## config.mk

```make
export PLATFORM = sky130hd
export DESIGN_NAME = modbus_tcp_request_validator_top
export DESIGN_NICKNAME = d
export VERILOG_FILES = /design/src/rtl/mtrv_pkg.sv /design/src/rtl/modbus_tcp_request_validator_top.sv /design/src/rtl/mtrv_check.sv
export SDC_FILE = /design/constraint.sdc
export NUM_CORES = 1
export LEC_CHECK = 0
export ABC_AREA = 1
export BUFFER_PORTS_ARGS = -buffer_cell sky130_fd_sc_hd__buf_4
export CELL_PAD_IN_SITES_DETAIL_PLACEMENT = 1
export CELL_PAD_IN_SITES_GLOBAL_PLACEMENT = 1
export CORE_ASPECT_RATIO = 1.75
export CORE_MARGIN = 3
export CORE_UTILIZATION = 35
export CTS_BUF_LIST = sky130_fd_sc_hd__clkbuf_2
export CTS_CLUSTER_DIAMETER = 100
export DETAILED_ROUTE_END_ITERATION = 6
export PLACE_DENSITY_LB_ADDON = 0.2
export SETUP_SLACK_MARGIN = 0.02
export SYNTH_ARGS = -nofsm -noshare
export SYNTH_HDL_FRONTEND = slang
export SYNTH_SLANG_ARGS = --single-unit
export TNS_END_PERCENT = 30
```

## constraint.sdc

```tcl
create_clock -name clock -period 5.2 [get_ports clock]
set_input_delay 0.78 -clock clock [delete_from_list [all_inputs] [get_ports clock]]
set_output_delay 0.78 -clock clock [all_outputs]
set_load 0.005 [all_outputs]
```

## src/rtl/mtrv_pkg.sv

```systemverilog
// Package for the Modbus TCP request validator: word types, check codes
// and protocol constants. No dependencies.
`timescale 1ns / 1ps
`default_nettype none

package mtrv_pkg;

   // Function codes that the validator understands.
   localparam logic [7:0] FC_READ_COILS     = 8'h01;
   localparam logic [7:0] FC_READ_REGS      = 8'h03;
   localparam logic [7:0] FC_WRITE_REGS     = 8'h10;

   // Wire exception codes, one for each failing check.
   localparam logic [7:0] EXC_NONE          = 8'h00;
   localparam logic [7:0] EXC_PROTOCOL      = 8'h0C;
   localparam logic [7:0] EXC_LENGTH        = 8'h0D;
   localparam logic [7:0] EXC_UNIT          = 8'h0E;
   localparam logic [7:0] EXC_FUNCTION      = 8'h01;
   localparam logic [7:0] EXC_START         = 8'h02;
   localparam logic [7:0] EXC_QUANTITY      = 8'h03;

   localparam logic [15:0] COIL_BASE        = 16'h5555;
   localparam logic [15:0] COIL_TOP         = 16'h5595;
   localparam logic [16:0] SPAN_LIMIT       = 17'h00040;
   localparam logic [7:0]  UNIT_LIMIT       = 8'h40;
   localparam logic [7:0]  GATEWAY_UNIT     = 8'hFF;
   localparam logic [15:0] FIXED_LENGTH     = 16'd6;
   localparam logic [15:0] WRITE_OVERHEAD   = 16'd7;
   localparam logic [15:0] GATEWAY_WIDE     = 16'h0020;
   localparam logic [15:0] GATEWAY_QTY      = 16'h0008;
   localparam logic [15:0] GATEWAY_QTY_WIDE = 16'h0009;
   localparam logic [7:0]  RSP_EXCEPTION_BIT = 8'h80;

   typedef enum logic [2:0] {
      ERR_NONE     = 3'd0,
      ERR_PROTOCOL = 3'd1,
      ERR_LENGTH   = 3'd2,
      ERR_UNIT     = 3'd3,
      ERR_FUNCTION = 3'd4,
      ERR_START    = 3'd5,
      ERR_QUANTITY = 3'd6
   } error_kind_type;

   typedef struct packed {
      logic [15:0] protocol_id;
      logic [15:0] length_field;
      logic [7:0]  unit_id;
      logic [7:0]  function_code;
      logic [15:0] start_address;
      logic [15:0] quantity;
      logic [7:0]  byte_count;
   } req_word_type;

   typedef struct packed {
      logic           accepted;
      error_kind_type error_kind;
      logic [7:0]     exception_byte;
      logic [7:0]     response_function;
   } rsp_word_type;

endpackage

`default_nettype wire

```

## src/rtl/modbus_tcp_request_validator_top.sv

```systemverilog
// Top level of the Modbus TCP request validator: input register, header
// checks and result register. Depends on mtrv_pkg and mtrv_check.
`timescale 1ns / 1ps
`default_nettype none

// Validates one decoded Modbus TCP request header per word and returns one
// result word for it. A request word is registered on acceptance, checked
// by purely combinational logic while it sits in the input register, and
// its result is registered when the output register can advance. One word
// per cycle is sustained as long as results are taken. While a result waits
// on the output, the input register still takes one more word and then holds
// off until the result is taken; rsp_ready reaches req_ready combinationally.
module modbus_tcp_request_validator_top (
   input  wire                    clock,
   input  wire                    reset,
   input  wire                    req_valid,
   output logic                   req_ready,
   input  mtrv_pkg::req_word_type req_word,
   output logic                   rsp_valid,
   input  wire                    rsp_ready,
   output mtrv_pkg::rsp_word_type rsp_word
);

   logic                   hold_valid_ff;
   logic                   hold_valid_in;
   mtrv_pkg::req_word_type hold_word_ff;
   logic                   out_valid_ff;
   logic                   out_valid_in;
   mtrv_pkg::rsp_word_type out_word_ff;
   mtrv_pkg::rsp_word_type check_word;
   logic                   out_advance;

   mtrv_check u_check (
      .req_word (hold_word_ff),
      .rsp_word (check_word)
   );

   assign out_advance = !out_valid_ff || rsp_ready;
   assign req_ready   = !hold_valid_ff || out_advance;

   always_comb begin
      hold_valid_in = hold_valid_ff;
      if (req_ready) begin
         hold_valid_in = req_valid;
      end
      out_valid_in = out_valid_ff;
      if (out_advance) begin
         out_valid_in = hold_valid_ff;
      end
   end

   always_ff @(posedge clock) begin
      if (reset) begin
         hold_valid_ff <= 1'b0;
         out_valid_ff  <= 1'b0;
      end else begin
         hold_valid_ff <= hold_valid_in;
         out_valid_ff  <= out_valid_in;
      end
   end

   always_ff @(posedge clock) begin
      if (req_ready && req_valid) begin
         hold_word_ff <= req_word;
      end
      if (out_advance && hold_valid_ff) begin
         out_word_ff <= check_word;
      end
   end

   assign rsp_valid = out_valid_ff;
   assign rsp_word  = out_word_ff;

`ifndef SYNTHESIS
   a_accepted_matches_kind: assert property (@(posedge clock) disable iff (reset)
      out_valid_ff |-> (out_word_ff.accepted ==
                        (out_word_ff.error_kind == mtrv_pkg::ERR_NONE)))
      else $error("accepted flag disagrees with error kind");

   a_exception_zero_iff_ok: assert property (@(posedge clock) disable iff (reset)
      out_valid_ff |-> (out_word_ff.accepted ==
                        (out_word_ff.exception_byte == mtrv_pkg::EXC_NONE)))
      else $error("exception byte disagrees with accepted flag");

   a_hold_kept_on_stall: assert property (@(posedge clock) disable iff (reset)
      (hold_valid_ff && !out_advance) |=> (hold_valid_ff && $stable(hold_word_ff)))
      else $error("held request lost while output stalled");

   a_accept_fills_hold: assert property (@(posedge clock) disable iff (reset)
      (req_valid && req_ready) |=> hold_valid_ff)
      else $error("accepted request not held");

   a_hold_moves_to_out: assert property (@(posedge clock) disable iff (reset)
      (hold_valid_ff && out_advance) |=> out_valid_ff)
      else $error("checked request did not reach output");
`endif

endmodule

`default_nettype wire

```

## src/rtl/mtrv_check.sv

```systemverilog
// Header check logic of the Modbus TCP request validator: runs the six
// ordered checks on one request word. Depends on mtrv_pkg.
`timescale 1ns / 1ps
`default_nettype none

module mtrv_check (
   input  mtrv_pkg::req_word_type req_word,
   output mtrv_pkg::rsp_word_type rsp_word
);

   logic [7:0]  fc;
   logic [7:0]  unit;
   logic [15:0] start;
   logic [16:0] qty_wide;
   logic        is_coils;
   logic        is_regs;
   logic        is_write;
   logic        gateway_start;
   logic        length_ok;
   logic        unit_ok;
   logic        start_ok;
   logic        quantity_ok;
   logic [16:0] coil_span;
   logic [16:0] reg_span;
   logic [15:0] coil_offset;
   mtrv_pkg::error_kind_type kind;
   logic [7:0]  exc;

   assign fc       = req_word.function_code;
   assign unit     = req_word.unit_id;
   assign start    = req_word.start_address;
   assign qty_wide = {1'b0, req_word.quantity};
   assign is_coils = (fc == mtrv_pkg::FC_READ_COILS);
   assign is_regs  = (fc == mtrv_pkg::FC_READ_REGS);
   assign is_write = (fc == mtrv_pkg::FC_WRITE_REGS);

   assign gateway_start = (start == 16'h0000) || (start == 16'h0008) ||
                          (start == 16'h0010) || (start == 16'h0018) ||
                          (start == 16'h0020) || (start == 16'h0029);

   // Sums are one bit wider than the fields so that they never wrap.
   assign coil_offset = start - mtrv_pkg::COIL_BASE;
   assign coil_span   = {1'b0, coil_offset} + qty_wide;
   assign reg_span    = {1'b0, start} + qty_wide;

   always_comb begin
      if (is_coils || is_regs) begin
         length_ok = (req_word.length_field == mtrv_pkg::FIXED_LENGTH);
      end else if (is_write) begin
         length_ok = (req_word.length_field ==
                      ({8'h00, req_word.byte_count} + mtrv_pkg::WRITE_OVERHEAD));
      end else begin
         length_ok = 1'b1;
      end

      if (is_coils) begin
         unit_ok = (unit == mtrv_pkg::GATEWAY_UNIT);
      end else if (is_regs) begin
         unit_ok = (unit <= mtrv_pkg::UNIT_LIMIT) || (unit == mtrv_pkg::GATEWAY_UNIT);
      end else begin
         unit_ok = 1'b1;
      end

      if (is_coils) begin
         start_ok = (start >= mtrv_pkg::COIL_BASE) && (start <= mtrv_pkg::COIL_TOP) &&
                    (coil_span <= mtrv_pkg::SPAN_LIMIT);
      end else if (is_regs) begin
         start_ok = 1'b1;
         if ((unit <= mtrv_pkg::UNIT_LIMIT) &&
             (({1'b0, start} > mtrv_pkg::SPAN_LIMIT) || start[0])) begin
            start_ok = 1'b0;
         end
         if ((unit == mtrv_pkg::GATEWAY_UNIT) && !gateway_start) begin
            start_ok = 1'b0;
         end
      end else if (is_write) begin
         start_ok = ({1'b0, start} <= mtrv_pkg::SPAN_LIMIT);
      end else begin
         start_ok = 1'b1;
      end

      // A read of registers at unit exactly 0x40 has no quantity check.
      quantity_ok = 1'b1;
      if (is_coils || is_write) begin
         quantity_ok = (qty_wide <= mtrv_pkg::SPAN_LIMIT);
      end else if (is_regs) begin
         if (unit < mtrv_pkg::UNIT_LIMIT) begin
            quantity_ok = (reg_span <= mtrv_pkg::SPAN_LIMIT);
         end else if (unit == mtrv_pkg::GATEWAY_UNIT) begin
            if (start == mtrv_pkg::GATEWAY_WIDE) begin
               quantity_ok = (req_word.quantity == mtrv_pkg::GATEWAY_QTY_WIDE);
            end else if (gateway_start) begin
               quantity_ok = (req_word.quantity == mtrv_pkg::GATEWAY_QTY);
            end
         end
      end

      if (req_word.protocol_id != 16'h0000) begin
         kind = mtrv_pkg::ERR_PROTOCOL;
         exc  = mtrv_pkg::EXC_PROTOCOL;
      end else if (!length_ok) begin
         kind = mtrv_pkg::ERR_LENGTH;
         exc  = mtrv_pkg::EXC_LENGTH;
      end else if (!unit_ok) begin
         kind = mtrv_pkg::ERR_UNIT;
         exc  = mtrv_pkg::EXC_UNIT;
      end else if (!(is_coils || is_regs || is_write)) begin
         kind = mtrv_pkg::ERR_FUNCTION;
         exc  = mtrv_pkg::EXC_FUNCTION;
      end else if (!start_ok) begin
         kind = mtrv_pkg::ERR_START;
         exc  = mtrv_pkg::EXC_START;
      end else if (!quantity_ok) begin
         kind = mtrv_pkg::ERR_QUANTITY;
         exc  = mtrv_pkg::EXC_QUANTITY;
      end else begin
         kind = mtrv_pkg::ERR_NONE;
         exc  = mtrv_pkg::EXC_NONE;
      end
   end

   always_comb begin
      rsp_word.accepted       = (kind == mtrv_pkg::ERR_NONE);
      rsp_word.error_kind     = kind;
      rsp_word.exception_byte = exc;
      if (kind == mtrv_pkg::ERR_NONE) begin
         rsp_word.response_function = fc;
      end else begin
         rsp_word.response_function = fc + mtrv_pkg::RSP_EXCEPTION_BIT;
      end
   end

endmodule

`default_nettype wire
```

======== Yosys cells after proc, flatten, opt, wreduce, memory -nomap -nowiden ========
Cells that the tools add are included.
word-level totals
  register bits after elaboration ......... 110
  latch bits .............................. 0
  memory bits (writable) .................. 0
  memory bits (read-only) ................. 0
  input bits .............................. 92
  output and inout bits ................... 22
  logic and storage cells ................. 101
  memories kept ........................... 0
operators by class
  add/sub/neg operators ................... 5
  $mul .................................... 0
  div/mod/pow operators ................... 0
  order comparisons ....................... 9
  eq/ne operators ......................... 13
  shift operators ......................... 0
  multiplexer cells ....................... 27
  bitwise logic cells ..................... 4
  reduce and logical (&&, ||, !) cells .... 27
operators with widths
  operator                                                                           number
  16-bit by 4-bit equality test with 1-bit output (second input constant)            3
  16-bit by 16-bit adder with 17-bit output                                          2
  17-bit by 7-bit <= comparator with 1-bit output (second input constant)            2
  16-bit by 5-bit equality test with 1-bit output (second input constant)            2
  16-bit by 6-bit equality test with 1-bit output (second input constant)            2
  16-bit by 7-bit <= comparator with 1-bit output (second input constant)            2
  3-bit 2-to-1 mux                                                                   6
  16-bit equality test                                                               1
  16-bit by 3-bit equality test with 1-bit output (second input constant)            1
  16-bit by 15-bit >= comparator with 1-bit output (second input constant)           1
  16-bit by 7-bit greater-than comparator with 1-bit output (second input constant)  1
  16-bit by 15-bit <= comparator with 1-bit output (second input constant)           1
  16-bit logical NOT                                                                 1
  1-bit 2-to-1 mux                                                                   16
  16-bit nonzero test                                                                1
  16-bit by 15-bit subtractor with 16-bit output (second input constant)             1
  1-bit logical OR                                                                   12
  8-bit by 3-bit adder with 9-bit output (second input constant)                     1
  8-bit adder (second input constant)                                                1
  8-bit by 1-bit equality test with 1-bit output (second input constant)             1
  8-bit by 2-bit equality test with 1-bit output (second input constant)             1
  8-bit by 5-bit equality test with 1-bit output (second input constant)             1
  8-bit equality test (second input constant)                                        1
  8-bit by 7-bit <= comparator with 1-bit output (second input constant)             1
  11 further kinds                                                                   23

======== Depth between registers and ports, before layout ========
Gate-level depths: netlist of run 1.
  depth in word-level cells ............... 20
  mapped depth ............................ 29
  depth with buffers taken out ............ 29

======== Hierarchy ========
A second synthesis of run 1 with hierarchy kept.
second synthesis, totals
  cells, all modules ...................... 826
  area, all modules ....................... 6855.3 µm²
by module, submodules not included
  module                            instances  cells an instance  area an instance (µm²)  seq. area each (µm²)
  mtrv_check                        1          706                3520.9                  0.0
  modbus_tcp_request_validator_top  1          120                3334.4                  3283.1

======== Worst setup path after synthesis of run 1 ========
OpenSTA, ideal clock, no wires.
  path kind ............................... register to register
  from .................................... register hold_word_ff[24] (netlist name)
  to ...................................... register out_word_ff (netlist bit rsp_word[7]), data pin
  setup time .............................. 0.249 ns
  data arrival time ....................... 3.093 ns
  data required time ...................... 4.951 ns
  setup slack ............................. 1.858 ns
  cell stages (with the launch flop) ...... 29
  path through ............................ edfxtp_1 -> inv_1 -> ha_1 -> inv_1 -> nand2_1 -> nand2_1 -> nand2_1 -> nand2_1 -> nand2_1 -> a31oi_1 -> nand2_1 -> a31oi_1 -> xor2_1 -> inv_1 -> ha_1 -> nand2_1 -> inv_1 -> nand3_1 -> a21oi_1 -> nor2_1 -> nand3_1 -> nor2_1 -> nand4_1 -> o21ai_2 -> nand2_2 -> a21oi_2 -> nand3_1 -> nand2_1 -> inv_1
RTL lines
  element                 line                                    source
  from (decl)             modbus_tcp_request_validator_top.sv:26  mtrv_pkg::req_word_type hold_word_ff;
  from (signal assigned)  modbus_tcp_request_validator_top.sv:64  hold_word_ff <= req_word;
  to (signal assigned)    modbus_tcp_request_validator_top.sv:67  out_word_ff <= check_word;
  to (decl)               modbus_tcp_request_validator_top.sv:29  mtrv_pkg::rsp_word_type out_word_ff;

==> results of run 1 <==
==> cells in the final DEF (no fill, tap or decap), types with 3 or more instances in the layout <==
cell / n
nand2_1: 248
inv_1: 128
xor2_1: 19
edfxtp_1: 103
nand3b_1: 8
nor2_1: 84
ha_1: 36
inv_2: 5
clkbuf_2: 9
nor2_4: 3
nor3b_1: 4
and2_1: 4
o21ai_0: 4
nand4_1: 17
a21oi_1: 30
buf_4: 111
nor4_1: 8
conb_1: 4
nor2_2: 3
nor3_1: 8
nand2_2: 11
nand3_1: 61
a31oi_1: 4
xnor2_1: 6
o21ai_1: 6
==> critical path, cell delays in order (launching register included) <==
cell and delay (ns):
edfxtp_1 0.51, o21ai_1 0.15, a21boi_0 0.45, o21ai_1 0.16, nand2_1 0.09, nand2_1 0.07
a21oi_1 0.23, o21ai_1 0.13, xor2_1 0.16, ha_1 0.42, nand2_1 0.13, nor2_1 0.21
nand3_1 0.15, nand2_1 0.08, nand2_1 0.05, nand2_1 0.06, nand4_1 0.11, o21ai_2 0.36
nand2_2 0.10, a21oi_2 0.18, nand3_1 0.09, nand2_1 0.06, inv_1 0.03
==> final timing paths <==
| kind | startpoint | to | cells past startpoint |
|---|---|---|---|
| max | hold_word_ff[26] | rsp_word[7] | 22 |
| min | reset | hold_valid_ff | 2 |
| max reg2reg | hold_word_ff[26] | rsp_word[7] | 22 |
| min reg2reg | hold_word_ff[46] | rsp_word[6] | 0 |
==> report_power, final <==
part	switching [W]	total (W)	internal, W
clock network	0.000292	0.000410	0.000118
logic	0.000313	0.000513	0.000200
registers	0.0000406	0.00102	0.000984
total	0.000646	0.00195	0.00130
==> cells by family after synthesis <==
family                     count (synthesis)  share of synthesized area (%)
other                                      1                         0.0557
DFF                                      105                           46.5
and+or+nand+nor                          464                           30.0
buffers and inverters                    139                           8.03
adders and majority gates                 38                           7.28
xor gates and xnor gates                  25                           3.25
AOI/OAI and AO/OA                         56                           4.81
==> stage by stage <==
stage	total power, W	utilization (%)
final	0.00195	42.5
after detailed placement	0.00157	41.8
after floorplan	0.00137	-
after CTS	0.00198	42.5
after global placement	0.00155	41.8
after global routing	0.00208	42.5
==> state kept, by name, indices dropped and copies added, names as in the netlist <==
signal / flops
rsp_word: 15
rsp_valid: 1
hold_valid_ff: 1
hold_word_ff: 88
==> per-layer routing <==
layer	part of all wire (%)	track usage (%)	vias to the layer above	wire length, um
met3	3.8	3.39	39	762
met4	4.0	8.53	0	814
li1	-	-	2938	-
met5	0	0	-	0
met2	58	40.7	115	11800
met1	34	18.2	2729	6820
==> synth_stat cells (5+ instances only) <==
master,count,area [um2]
a21oi_1,30,150
buf_4,5,37.5
edfxtp_1,103,3090
ha_1,36,450
inv_1,129,484
inv_2,5,18.8
nand2_1,248,931
nand2_2,11,68.8
nand3_1,61,305
nand3b_1,8,60.1
nand4_1,17,106
nor2_1,84,315
nor3_1,8,40.0
nor4_1,8,50.1
o21ai_1,6,30.0
xnor2_1,6,52.6
xor2_1,19,166
==> layout make-up <==
class	count	area [um2]
clock buffers	9	45.0
diodes	1	2.50
inverters	134	504
repair buffers	111	833
multi-input cells	587	3070
fillers	2312	10800
clock inverters	7	77.6
well taps	238	298
flip-flops and latches	105	3130
==> results_dict.tcl, run 1 <==
set metrics [dict create \
    die_y_um 189 \
    synth.yosys.seq_area_share_pct 46.5 \
    viasPerCell 4.88 \
    critPathRequiredTime_ns 5.61 \
    cp.arrival_ns 4.58 \
    synth_cell_types 42 \
    placed_area_um2 7840 \
    cts_resized 0 \
    drive_gt1_share_pct 16.5 \
    placed_cells 1175 \
    io_buffers 109 \
    grt.total_usage_pct 19.7 \
    synth_area_um2 6730 \
    cts_buffers 9 \
    die_w_um 111 \
    num_rows 66 \
    finalSetupViolCount 0 \
    area_growth_syn_to_layout_pct 18.3 \
    post-place-ws_ns 1.04 \
    antenna_left 0 \
    synthArstFlopShare_pct 0 \
    die_area_um2 21000 \
    synthCells 828 \
    clkLatencyLatePin_ns 0.61 \
    hpwl_um 17400 \
    initial_core_util_pct 35.9 \
    holdWs_ns 0.299 \
    final_area_um2 7970 \
    post_cts_buffers 0 \
    reg2reg_slack_ns 1.04 \
    powerDensity_nw_per_um2 245 \
    synth_edf_count 103 \
    period_minus_slack_ns 4.16 \
    yosys_warnings 0 \
    cp-end-kind "flip-flop" \
    tightest_slew_ns 1.10 \
    grt_pass1_vias 6377 \
    start_kind "flip-flop" \
    max_freq_mhz 240 \
    status "finished, final reports clean" \
    wl_per_cell_um 17.0 \
    critPathKind "reg2reg" \
    synth_flop_cell "edfxtp_1" \
    place_congestion 0.886 \
    io_pins 114 \
    finalHoldViolations 0 \
    finalSetupTns_ns 0 \
    period_share_pct 80.1 \
    drv_slew 0 \
    cts_buffer_depth 2 \
    hold_buffers 0 \
    nets 1078 \
    cts-root-buf "clkbuf_2" \
    routed_wl_um 20200 \
    ir_worst_vdd_uv 205 \
    htreeDepth 3 \
    grt_setup_unrepaired "false" \
    cap_violations 0 \
    postSynthAreaPerCell_um2 8.13 \
    dr.first_iter.drc_count 151 \
    grt_pass1_wl_um 32400 \
    drc 0 \
    num_vias 5821 \
    leakage_nw 3.81 \
    first_pass_iters 4 \
    clkTransAtPathRegs_ns 0.30 \
    ys_seq_elements 105 \
    grt_start_max_net_pins 89 \
    clock-sinks 105 \
    instances_no_fill 1192 \
    tritoncts "yes" \
    core_um2 18700 \
    slew_headroom_pct 26.5 \
    hp-class "in2reg" \
    setup_ws_ns 1.04 \
    grt_remaining_overflow 0 \
    path_max_fanout 6 \
    antenna_found_initial 1 \
    fin_skew_ns 0.0233 \
]
Power figures use the tool's default switching activity.
==> inputs of run 2 (changes only) <==
Clock period 5.2 ns to 3.8 ns, I/O delays scaled along.
==> run 2 against run 1 <==
Largest power group unchanged. Critical path depth is 4 higher. Hold slack worse by 0.19 ns. Register-to-register slack worse by 0.92 ns. Critical endpoint is now rsp_word[19]. Cell area rose by 4.6%. Non-clock buffer count rose by 20. Combinational power is 49% higher. Highest routed layer unchanged.
==> results_dict.tcl, run 2 (same netlist as run 1, synthesis figures left out) <==
set metrics [dict create \
    status "finished, final reports clean" \
    final_cell_mix "nand2_1 (234), buf_4 (129), inv_1 (124)" \
    htreeDepth 3 \
    die_y_um 189 \
    largest_reg_flops 88 \
    period_share_pct 96.9 \
    antenna_left 0 \
    leakage_nw 3.91 \
    multiInputGateArea_um2 3270 \
    die_w_um 111 \
    io_buffers 109 \
    grt_start_max_net_pins 89 \
    clkTransAtPathRegs_ns 0.32 \
    fin_skew_ns 0.0447 \
    critPathRequiredTime_ns 4.29 \
    drc 0 \
    worstHoldEndpoint "hold_word_ff[63]" \
    clkLatencyLatePin_ns 0.60 \
    clock-sinks 105 \
    dr.first_iter.drc_count 176 \
    finalPower_w 0.00273 \
    num_rows 66 \
    place_congestion 0.874 \
    grt_pass1_wl_um 31500 \
    gr-max-usage-layer "met2" \
    slew_headroom_pct 28.1 \
    tightest_slew_ns 1.08 \
    holdWs_ns 0.110 \
    hp-class "in2reg" \
    drv_slew 0 \
    viasPerCell 4.88 \
    hold_start "req_word[63]" \
    cp-end-kind "flip-flop" \
    whs_path_depth 1 \
    path_max_fanout 6 \
    finalSetupViolCount 0 \
    routed_wl_um 20100 \
    wl_per_cell_um 16.6 \
    critPathKind "reg2reg" \
    area_growth_syn_to_layout_pct 23.7 \
    first_pass_iters 4 \
    ir_worst_vdd_uv 256 \
    use_met1_pct 17.3 \
    period_minus_slack_ns 3.68 \
    regArea_um2 3130 \
    grt_pass1_vias 6457 \
    grt_use_met2_pct 38.8 \
    num_vias 5917 \
    cp.arrival_ns 4.17 \
    cts_buffers 9 \
    finalHoldViolations 0 \
    powerDensity_nw_per_um2 328 \
    cts-root-buf "clkbuf_2" \
    max_freq_mhz 272 \
    antenna_found_initial 1 \
    tritoncts "yes" \
    final_util_pct 44.4 \
    reg2reg_from "hold_word_ff[25]" \
    start_kind "flip-flop" \
    r2r_end "rsp_word[19]" \
    die_area_um2 21000 \
    io_pins 114 \
    core_um2 18700 \
    reg2reg_depth 26 \
    reg2reg_slack_ns 0.12 \
    post-place-ws_ns -0.109 \
    nets 1098 \
    cap_violations 0 \
    finalSetupTns_ns 0 \
    drive_gt1_share_pct 22.5 \
    setup_ws_ns 0.117 \
    cts_buffer_depth 2 \
    initial_core_util_pct 35.9 \
    hpwl_um 17000 \
    fill_cells 2258 \
    grt_use_met3_pct 3.39 \
    regMostFlops "hold_word_ff" \
    grt.total_usage_pct 19.2 \
    mostFrequentLayoutCell "nand2_1" \
    grt_setup_unrepaired "true" \
    grt_remaining_overflow 0 \
]
## run 2: changes by cell type in the layout (fill, tap and decap cells not counted), sizes merged
cell / delta
buf: +18
clkinv: +1
dlygate4sd3: +2
inv: -1
## run 2: cell type report
type / count / area share [%]
clock inverter: 7 / 1.05
clock buffer: 9 / 0.541
antenna: 1 / 0.0300
timing repair buffer: 131 / 11.9
sequential: 105 / 37.6
tap: 238 / 3.57
multi-input combinational: 587 / 39.3
inverter: 134 / 6.05
## run 2: how the worst max path moves through the flow
stage	end	from
after floorplan	rsp_word[7]	hold_word_ff[24]
after global placement	rsp_word[7]	hold_word_ff[25]
after detailed placement	rsp_word[7]	hold_word_ff[25]
after CTS	rsp_word[7]	hold_word_ff[24]
after global routing	rsp_word[19]	hold_word_ff[24]
final	rsp_word[19]	hold_word_ff[25]
## run 2: per-layer routing
metal | share of wire, % | vias up
met5 | 0 | -
met4 | 5.4 | 0
met3 | 4.0 | 44
met2 | 57 | 128
met1 | 33 | 2765
li1 | - | 2980
## run 2: stage by stage
step / std cells / instance area [um2]
2_1_floorplan: 831 / 6750
3_3_place_gp: 1186 / 7920
3_5_place_dp: 1186 / 7920
4_1_cts: 1204 / 8120
5_1_grt: 1212 / 8330
6_report: 1212 / 8330
## run 2: power breakdown
part           switching (W)  internal [W]
Clock               0.000399      0.000166
Combinational       0.000451      0.000311
Sequential         0.0000562       0.00135
Total               0.000906       0.00182
## run 2: timing repair
action                     4_1_cts  5_1_grt
hold endpoints to repair         0        2
setup buffers                    2        5
setup endpoints to repair        7        7
cloned                           0        0
pin swaps                        4       20
hold buffers                     0        2
resized for setup               11       40
## run 2: critical path: stages, from the launching register on
cell and delay (ns):
edfxtp_1 0.53, inv_2 0.14, ha_4 0.15, inv_2 0.03, nand2_2 0.06, nand2_2 0.07, buf_4 0.15, nand2_1 0.08
nand2_2 0.08, a31oi_2 0.16, xor2_1 0.29, ha_4 0.28, nand2_2 0.13, nor2_2 0.06, and2_1 0.16, nand2_1 0.09
nand2_1 0.06, nand2_1 0.05, nand2_1 0.04, inv_1 0.06, nand4_1 0.14, o21ai_4 0.26, nand2_2 0.09, a21oi_2 0.16
buf_4 0.14, nand2_2 0.04, nor2_1 0.08
==> inputs of run 3 (changes only) <==
Settings changed: REMOVE_ABC_BUFFERS set to 1.
==> run 3 against run 2 <==
Total power is 1.6% higher. Core utilization is 1.8 points higher. Cell area is 4.0% higher. Register-to-register slack hardly changed. Critical path depth is 4 higher. Clock-buffer cell count stayed put. Sequential power hardly changed. Routed wire length is 3.9% higher. Die area stayed put. Hold slack worse by 0.046 ns. First-iteration DRC count is 8.5% lower. Maximum frequency is 0.21% lower. Highest routed layer unchanged.
==> results_dict.tcl, run 3 (same netlist as run 1, synthesis figures left out) <==
set metrics [dict create \
    status "finished, final reports clean" \
    cp.arrival_ns 4.25 \
    clkLatencyLatePin_ns 0.66 \
    fin_skew_ns 0.0659 \
    dr.first_iter.drc_count 161 \
    finalSetupViolCount 0 \
    hpwl_um 17100 \
    cts-root-buf "clkbuf_2" \
    cp_common_cell "nand2_2" \
    regMostFlops "hold_word_ff" \
    critPathRequiredTime_ns 4.36 \
    grt_pass1_vias 6522 \
    clock-sinks 105 \
    leakage_nw 4.06 \
    final_cell_mix "nand2_1 (235), buf_4 (137), inv_1 (124)" \
    routed_wl_um 20900 \
    powerDensity_nw_per_um2 320 \
    cap_violations 0 \
    drc 0 \
    io_pins 114 \
    drv_slew 0 \
    grt_start_max_net_pins 89 \
    tightest_slew_ns 1.09 \
    first_pass_iters 4 \
    period_minus_slack_ns 3.69 \
    period_share_pct 97.1 \
    grt_pass1_wl_um 32300 \
    cts_buffer_depth 2 \
    initial_core_util_pct 35.9 \
    start_kind "flip-flop" \
    max_freq_mhz 271 \
    viasPerCell 4.90 \
    nets 1128 \
    antenna_left 0 \
    hp-class "in2reg" \
    core_um2 18700 \
    path_max_fanout 5 \
    critPathKind "reg2reg" \
    largest_reg_flops 88 \
    tritoncts "yes" \
    antenna_found_initial 1 \
    ir_worst_vdd_uv 261 \
    slew_headroom_pct 27.6 \
    cpPeakStageDelay_ns 0.48 \
    die_area_um2 21000 \
    die_y_um 189 \
    htreeDepth 3 \
    area_growth_syn_to_layout_pct 28.7 \
    num_vias 6092 \
    grt.total_usage_pct 19.7 \
    die_w_um 111 \
    num_rows 66 \
    wl_per_cell_um 16.8 \
    grt_remaining_overflow 0 \
    io_buffers 109 \
    finalSetupTns_ns 0 \
    clkTransAtPathRegs_ns 0.35 \
    place_congestion 0.863 \
    crit_slowest_cell "edfxtp_1" \
    finalHoldViolations 0 \
    grt_setup_unrepaired "true" \
    finalPower_w 0.00277 \
    cts_buffers 9 \
    drive_gt1_share_pct 23.5 \
    mostFrequentLayoutCell "nand2_1" \
    cp-end-kind "flip-flop" \
]
==> run 3: timing repair <==
item / CTS / global route
resized for setup: 17 / 52
hold endpoints to repair: 6 / 15
setup endpoints to repair: 5 / 7
setup buffers: 1 / 7
hold buffers: 5 / 15
pin swaps: 8 / 25
==> run 3: layout make-up <==
type,count,area [um2]
repair buffers,161,1270
multi-input cells,587,3330
well taps,238,298
diodes,1,2.50
flip-flops and latches,105,3130
clock inverters,7,70.1
fillers,2272,10100
clock buffers,9,45.0
inverters,134,509
==> run 3: path summary, 6_finish.rpt <==
path	startpoint	to	slack, ns	cells after the start
setup / recovery	hold_word_ff[25]	rsp_word[19]	0.11	30
setup reg to reg	hold_word_ff[25]	rsp_word[19]	0.11	30
hold reg to reg	hold_word_ff[46]	rsp_word[6]	0.44	0
hold / removal	req_word[10]	hold_word_ff[10]	0.06	1
==> run 3: report_power, final <==
| group | switching [W] | internal [W] |
|---|---|---|
| combinational | 0.000477 | 0.000354 |
| clock | 0.000432 | 0.000108 |
| sequential | 0.0000560 | 0.00135 |
==> run 3: stage by stage <==
step | hold WS, ns | area (um2) | util, % | cells | setup WS, ns
6_report | 0.0639 | 8660 | 46.2 | 1242 | 0.109
5_1_grt | -0.00433 | 8660 | 46.2 | 1242 | -0.159
4_1_cts | 0.00230 | 8250 | 44.0 | 1220 | 0.0220
3_5_place_dp | 0.449 | 8010 | 42.7 | 1198 | -0.0158
3_3_place_gp | 0.435 | 8010 | 42.7 | 1198 | 0.0326
2_1_floorplan | 0.427 | 6710 | - | 826 | 0.458
==> run 3: layer usage <==
metal	vias to the layer above	track usage, %	wire length [um]
li1	3045	-	-
met5	-	0	0
met1	2896	18.4	7220
met2	114	40.7	12100
met4	0	8.35	750
met3	37	3.49	786
==> run 3: worst max-delay path, delay by kind of cell (launching register included) <==
kind,cells,cell delay [ns]
simple gates,16,1.22
compound gates,4,0.67
buf+inv,7,0.64
flops,1,0.48
fa+ha+maj,2,0.40
xor+xnor,1,0.18
